===== src/rtl/mfd_pkg.sv =====
// Shared constants, types and sine table arithmetic for the modulated fractional delay unit.
package mfd_pkg;

  localparam int BUFFER_DEPTH_DEF    = 16384;
  localparam int CHANNELS_DEF        = 2;
  localparam int SINE_TABLE_SIZE_DEF = 1024;

  localparam int SAMPLE_W = 24;
  localparam int DELAY_W  = 22;
  localparam int DEPTH_W  = 16;
  localparam int PHASE_W  = 32;
  localparam int SINE_W   = 16;
  localparam int FRAC_W   = 8;

  localparam int PADDR_W = 4;
  localparam int PDATA_W = 32;
  localparam int REG_IDX_W = 2;

  localparam logic [REG_IDX_W-1:0] REG_DELAY = 2'd0;
  localparam logic [REG_IDX_W-1:0] REG_DEPTH = 2'd1;
  localparam logic [REG_IDX_W-1:0] REG_STEP  = 2'd2;

  localparam longint PI_Q30  = 64'sd3373259426;
  localparam longint ONE_Q30 = 64'sd1073741824;

  typedef struct packed {
    logic load;
    logic mul;
    logic tot;
    logic rd;
    logic mac;
    logic fin;
  } mfd_cmd_t;

  typedef struct packed {
    logic bypass;
  } mfd_sts_t;

  function automatic longint mul_q30(input longint x, input longint y);
    mul_q30 = (x * y) >>> 30;
  endfunction

  function automatic logic signed [SINE_W-1:0] sine_entry(input longint angle);
    longint a;
    longint sum;
    longint term;
    logic   neg;
    a   = angle;
    neg = 1'b0;
    if (a > PI_Q30) begin
      a   = 2 * PI_Q30 - a;
      neg = 1'b1;
    end
    if (a > PI_Q30 / 2) begin
      a = PI_Q30 - a;
    end
    sum  = a;
    term = a;
    term = mul_q30(mul_q30(term, a), a) / 6;
    sum  = sum - term;
    term = mul_q30(mul_q30(term, a), a) / 20;
    sum  = sum + term;
    term = mul_q30(mul_q30(term, a), a) / 42;
    sum  = sum - term;
    term = mul_q30(mul_q30(term, a), a) / 72;
    sum  = sum + term;
    term = mul_q30(mul_q30(term, a), a) / 110;
    sum  = sum - term;
    term = mul_q30(mul_q30(term, a), a) / 156;
    sum  = sum + term;
    if (sum < 0) begin
      sum = 0;
    end
    if (sum > ONE_Q30) begin
      sum = ONE_Q30;
    end
    sum = (sum * 32767 + ONE_Q30 / 2) >>> 30;
    if (neg) begin
      sum = -sum;
    end
    sine_entry = SINE_W'(sum);
  endfunction

endpackage


===== src/rtl/mfd_ctrl.sv =====
// Sequencing state machine and output handshake for the modulated fractional delay unit.
module mfd_ctrl
  import mfd_pkg::*;
(
  input  logic      clk_i,
  input  logic      rst_ni,
  input  logic      in_valid_i,
  output logic      in_ready_o,
  output logic      out_valid_o,
  input  logic      out_ready_i,
  input  mfd_sts_t  sts_i,
  output mfd_cmd_t  cmd_o
);

  typedef enum logic [2:0] {
    ST_IDLE,
    ST_MUL,
    ST_TOT,
    ST_RD,
    ST_MAC,
    ST_FIN
  } state_e;

  state_e state_q;
  logic   out_valid_q;
  logic   out_free;

  assign out_free = !out_valid_q || out_ready_i;

  always_comb begin
    cmd_o      = '0;
    cmd_o.load = (state_q == ST_IDLE) && in_valid_i;
    cmd_o.mul  = (state_q == ST_MUL);
    cmd_o.tot  = (state_q == ST_TOT);
    cmd_o.rd   = (state_q == ST_RD);
    cmd_o.mac  = (state_q == ST_MAC);
    cmd_o.fin  = (state_q == ST_FIN) && out_free;
  end

  always_ff @(posedge clk_i or negedge rst_ni) begin
    if (!rst_ni) begin
      state_q     <= ST_IDLE;
      out_valid_q <= 1'b0;
    end else begin
      if (cmd_o.fin) begin
        out_valid_q <= 1'b1;
      end else if (out_ready_i) begin
        out_valid_q <= 1'b0;
      end
      unique case (state_q)
        ST_IDLE: begin
          if (in_valid_i) begin
            state_q <= sts_i.bypass ? ST_FIN : ST_MUL;
          end
        end
        ST_MUL: state_q <= ST_TOT;
        ST_TOT: state_q <= ST_RD;
        ST_RD:  state_q <= ST_MAC;
        ST_MAC: state_q <= ST_FIN;
        ST_FIN: begin
          if (out_free) begin
            state_q <= ST_IDLE;
          end
        end
        default: state_q <= ST_IDLE;
      endcase
    end
  end

  assign in_ready_o  = (state_q == ST_IDLE);
  assign out_valid_o = out_valid_q;

endmodule


===== config.mk =====
export PLATFORM = sky130hd
export DESIGN_NAME = mfd_ctrl
export DESIGN_NICKNAME = d
export VERILOG_FILES = /design/src/rtl/mfd_pkg.sv /design/src/rtl/mfd_ctrl.sv
export SDC_FILE = /design/constraint.sdc
export NUM_CORES = 1
export LEC_CHECK = 0
export BUFFER_PORTS_ARGS = -buffer_cell sky130_fd_sc_hd__buf_2
export CAP_MARGIN = 20
export CORE_AREA = 2 2 39 41
export CTS_BUF_LIST = sky130_fd_sc_hd__clkbuf_8
export DETAILED_ROUTE_END_ITERATION = 16
export DIE_AREA = 0 0 41 43
export PLACE_DENSITY = 0.54
export SKIP_LAST_GASP = 1
export SLEW_MARGIN = 30
export SYNTH_ARGS = -nofsm -noshare
export SYNTH_HDL_FRONTEND = slang
export SYNTH_SLANG_ARGS = --single-unit

===== constraint.sdc =====
create_clock -name clk_i -period 1.1 [get_ports clk_i]
set_input_delay 0.22 -clock clk_i [delete_from_list [all_inputs] [get_ports clk_i]]
set_output_delay 0.22 -clock clk_i [all_outputs]
set_load 0.01 [all_outputs]

Yosys cells after proc, flatten, opt, wreduce, memory -nomap -nowiden
Index checks and enable logic that the tools add are counted.

storage, ports and cells
  input port bits = 5
  word-level logic and storage cells = 22
  flip-flop bits (word level) = 4

cells by class
  multiplexer cells = 6
  equality and inequality tests = 7
  reductions and logical operators = 7

operators by type and width
  cell                                            count
  case mux 3 bit (6 select lines)                 1
  2-to-1 mux 3 bit                                3
  == test 3 x 2 -> 1 bit (second input constant)  2
  == test 3 bit (second input constant)           2
  != test 2 bit (second input constant)           2
  == test 3 x 1 -> 1 bit (second input constant)  1
  logical NOT 3 bit                               1
  logical AND 1 bit                               2
  2-to-1 mux 1 bit                                2
  AND reduction 2 bit                             1
  nonzero test 2 bit                              1
  logical NOT 1 bit                               1
  logical OR 1 bit                                1

Longest topological paths before layout
  depth after elaboration = 4
  gate-level depth with buffers = 3
  depth with buffers taken out = 2

Least setup slack after synthesis
No wires, ideal clock.

  path kind = reg2out
  from = reg state_q[1]
  to = out cmd_o[5] (netlist name)
  data arrival time = 0.912 ns
  cell stages (with the launch flop) = 4
  slack = -0.032 ns
  buffers on the path = 1
  cell sequence = dfrtp_1 buf_6 nor3_4 and2_1

RTL lines
  item                    line            source
  start, declared         mfd_ctrl.sv:24  state_e state_q;
  start signal, assigned  mfd_ctrl.sv:53  state_q <= sts_i.bypass ? ST_FIN : ST_MUL;
  end, declared           mfd_ctrl.sv:12  output mfd_cmd_t cmd_o

==> impl_metrics.tcl <==
set metrics [dict create \
    final_layout_size_suffix_gt1_share_pct 77.4 \
    register_area_sq_um 104 \
    cp_slowest_stage_delay_ns 0.44 \
    fin_nets 60 \
    postRouteAntennaNets 0 \
    number_of_distinct_library_cell_variants_in_the_gate_level_netlist_after_synthesis 18 \
    core_area_sq_um 1380 \
    synth_seq_cells 4 \
    setup_total_negative_slack_ns -1.50 \
    gpl.final_weighted_congestion 0.771 \
    tritonroute_pass_1_iters 2 \
    grt_pass1_wl_microns 1100 \
    critical_path.endpoint_type "output pin" \
    reg2regPathDepth 4 \
    primary_flip_flop_cell_chosen_by_synthesis_mapping "dfrtp_1" \
    post_detail_place_hpwl_microns 493 \
    cts.root.buffer_cell "clkbuf_8" \
    fin_ws_ns -0.244 \
    r2r_setup_slack_ns -0.03 \
    fp-row-count 14 \
    dp_slack_ns -0.0465 \
    synthArstFlopShare_pct 100 \
    min_path_type "in -> reg" \
    critical_path.reg2reg.startpoint "state_q[2]" \
    crit_path_max_fanout 6 \
    hold_start "out_ready_i" \
    antenna_cells_inserted 0 \
    violated_checks "negative setup slack" \
    drt-vias-per-instance 4.16 \
    fin_hold_ws_ns 0.250 \
    crit_path_top_delay_cell "dfrtp_2" \
    synth.yosys.warnings 0 \
    worst-endpoint-arrival_ns 1.12 \
    synth_area_leader_cell "dfrtp_1" \
    drcViolationCount 0 \
    worst_slew_pin_slew_ns 0.218 \
    hold_path_cell_cnt 2 \
    synth_sequential_area_ratio_pct 34.0 \
    critical_path.reg2reg.endpoint "state_q[2]" \
    post_synth_instance_area_sq_um 294 \
    max-vdd-ir-drop_uv 1020 \
    antenna_found_initial 0 \
    clock_tree.buffer_depth 2 \
    timing.critical_path.cells "nand3b_1 -> a21oi_2 -> buf_2" \
    fmax_mhz 744 \
    pwr_density_cell_nw_per_um2 3000 \
    total_number_of_vias 287 \
    netlist_top_cells_area "dfrtp_1 (34%), buf_6 (7.7%), nand3b_4 (6.8%)" \
    grt_max_degree 8 \
    first_global_vias 253 \
    globalRouteOverflowTotal 0 \
    period_share_pct 122 \
    die_width_microns 41 \
    finalPower_w 0.00164 \
    total_die_area_sq_um 1760 \
    syn2layout_area_growth_pct 86.4 \
    hold_fails_final_rpt 0 \
    cts_tree "built" \
    synth.cells.most_frequent "dfrtp_1 (4), inv_1 (3)" \
    cp_data_required_time_ns 0.88 \
    grtUsageTotal_pct 10.4 \
    holdPathEnd "out_valid_o" \
    count_of_final_max_slew_check_failures 0 \
    grt_setup_unrepaired "true" \
    numCtsBuffers 3 \
    cts.sink_count 4 \
    synthesized_instance_count 27 \
    detailed_router_s_first_iteration_violation_count 1 \
    initial_core_util_pct 21.2 \
    finish.instance_area_sq_um 548 \
    clkLatencyLatePin_ns 0.21 \
    worst-path-buf-inv 1 \
    status "finished with violations" \
    post-synth-top-count-cell "dfrtp_1" \
    critical_path_class "reg -> out" \
    drt_wl_total_microns 717 \
    worst_path_dominant_cell_family "flip-flops" \
    dpl-instance-area_sq_um 399 \
    port-buffer-count 12 \
    multi_input_area_sq_um 184 \
    postSynthNetCount 32 \
    io_pins 13 \
    critical_path.startpoint_type "register" \
    report.final.setup_viol 8 \
    timing.final.crit_period_ns 1.34 \
    die_height_microns 43 \
    power_leakage_nw 0.287 \
    post_drt_wl_per_cell_microns 10.4 \
    clk_transition_reported_paths_ns 0.03 \
    timing.max_cap.violations 0 \
    slew-limit-headroom_pct 85.4 \
    cts_max_level 1 \
    clock_skew_ns 0.000959 \
    fillers 140 \
    yosys_top_cell_area_share_pct 34.0 \
    synth_area_per_cell_sq_um 10.9 \
    synth-edff-count 0 \
]
[kinds of logic (layout without fill, tap and decap cells)]
kind of cell / Yosys count / after routing / share of synthesized area [%]
buffers and inverters: 6 / 32 / 14.0
flip-flops: 4 / 4 / 34.0
XOR/XNOR: 1 / 1 / 2.98
AND/OR/NAND/NOR: 11 / 11 / 35.7
AO/OA/AOI/OAI: 5 / 5 / 13.2
[area by class of cell]
class                      instances  share of cell area (%)
timing repair buffer              26                    34.2
multi-input combinational         17                    33.6
sequential                         4                    18.9
clock buffer                       3                    7.53
tap                               16                    3.65
inverter                           3                    2.05
[where the power goes]
group,internal [W],total [W],switching [W],leakage [nW]
logic,0.000602,0.000980,0.000379,0.218
registers,0.000229,0.000361,0.000132,0.0471
clock network,0.000233,0.000304,0.0000709,0.0216
[layout by cell type (no fill, tap or decap)]
cell type and count:
nand4bb_1 1, nor3_1 1, o21ai_0 1, o311ai_2 1
inv_1 3, nor2_1 1, buf_6 4, nor3b_2 3
nand3b_4 1, xnor2_2 1, a221oi_2 1, dfrtp_1 1
nand3b_1 2, buf_4 11, dfrtp_2 3, dlygate4sd3_1 1
a21oi_2 1, nor3_4 1, clkbuf_8 3, buf_2 10
and2_4 1, a21oi_1 1
[routing by layer]
layer / GRT usage [%] / wire length [microns] / share of wire, %
met2: 13.1 / 341 / 48
met1: 12.0 / 314 / 44
met5: 0 / 0 / 0
met3: 1.57 / 41 / 5.7
met4: 14.0 / 19 / 2.6
[timing repair]
action / 4_1_cts / 5_1_grt
endpoints found under the hold margin: 4 / 0
buffers inserted: 3 / 3
endpoints found under the setup margin: 8 / 11
pin swaps: 0 / 4
hold buffers: 1 / 0
gates resized for setup: 6 / 6
[how the worst max path moves through the flow]
stage                           from       end  slack [ns]  cells past startpoint
final                     state_q[1]  cmd_o[0]       -0.24                      3
after global routing      state_q[1]  cmd_o[0]       -0.31                      3
after CTS                 state_q[1]  cmd_o[0]       -0.26                      3
after detailed placement  state_q[1]  cmd_o[4]       -0.05                      3
after global placement    state_q[1]  cmd_o[4]       -0.06                      3
after floorplan           state_q[1]  cmd_o[5]       -0.02                      3
[metrics by stage]
| step | utilization [%] | cells |
|---|---|---|
| floorplan | - | 27 |
| global placement | 28.8 | 59 |
| detailed placement | 28.8 | 59 |
| CTS | 35.4 | 66 |
| global route | 39.6 | 69 |
| finish | 39.6 | 69 |
[registers in the layout, summed over array words and instances (netlist names)]
register	cells
state_q	3
out_valid_o	1
Power figures use the tool's default switching activity.
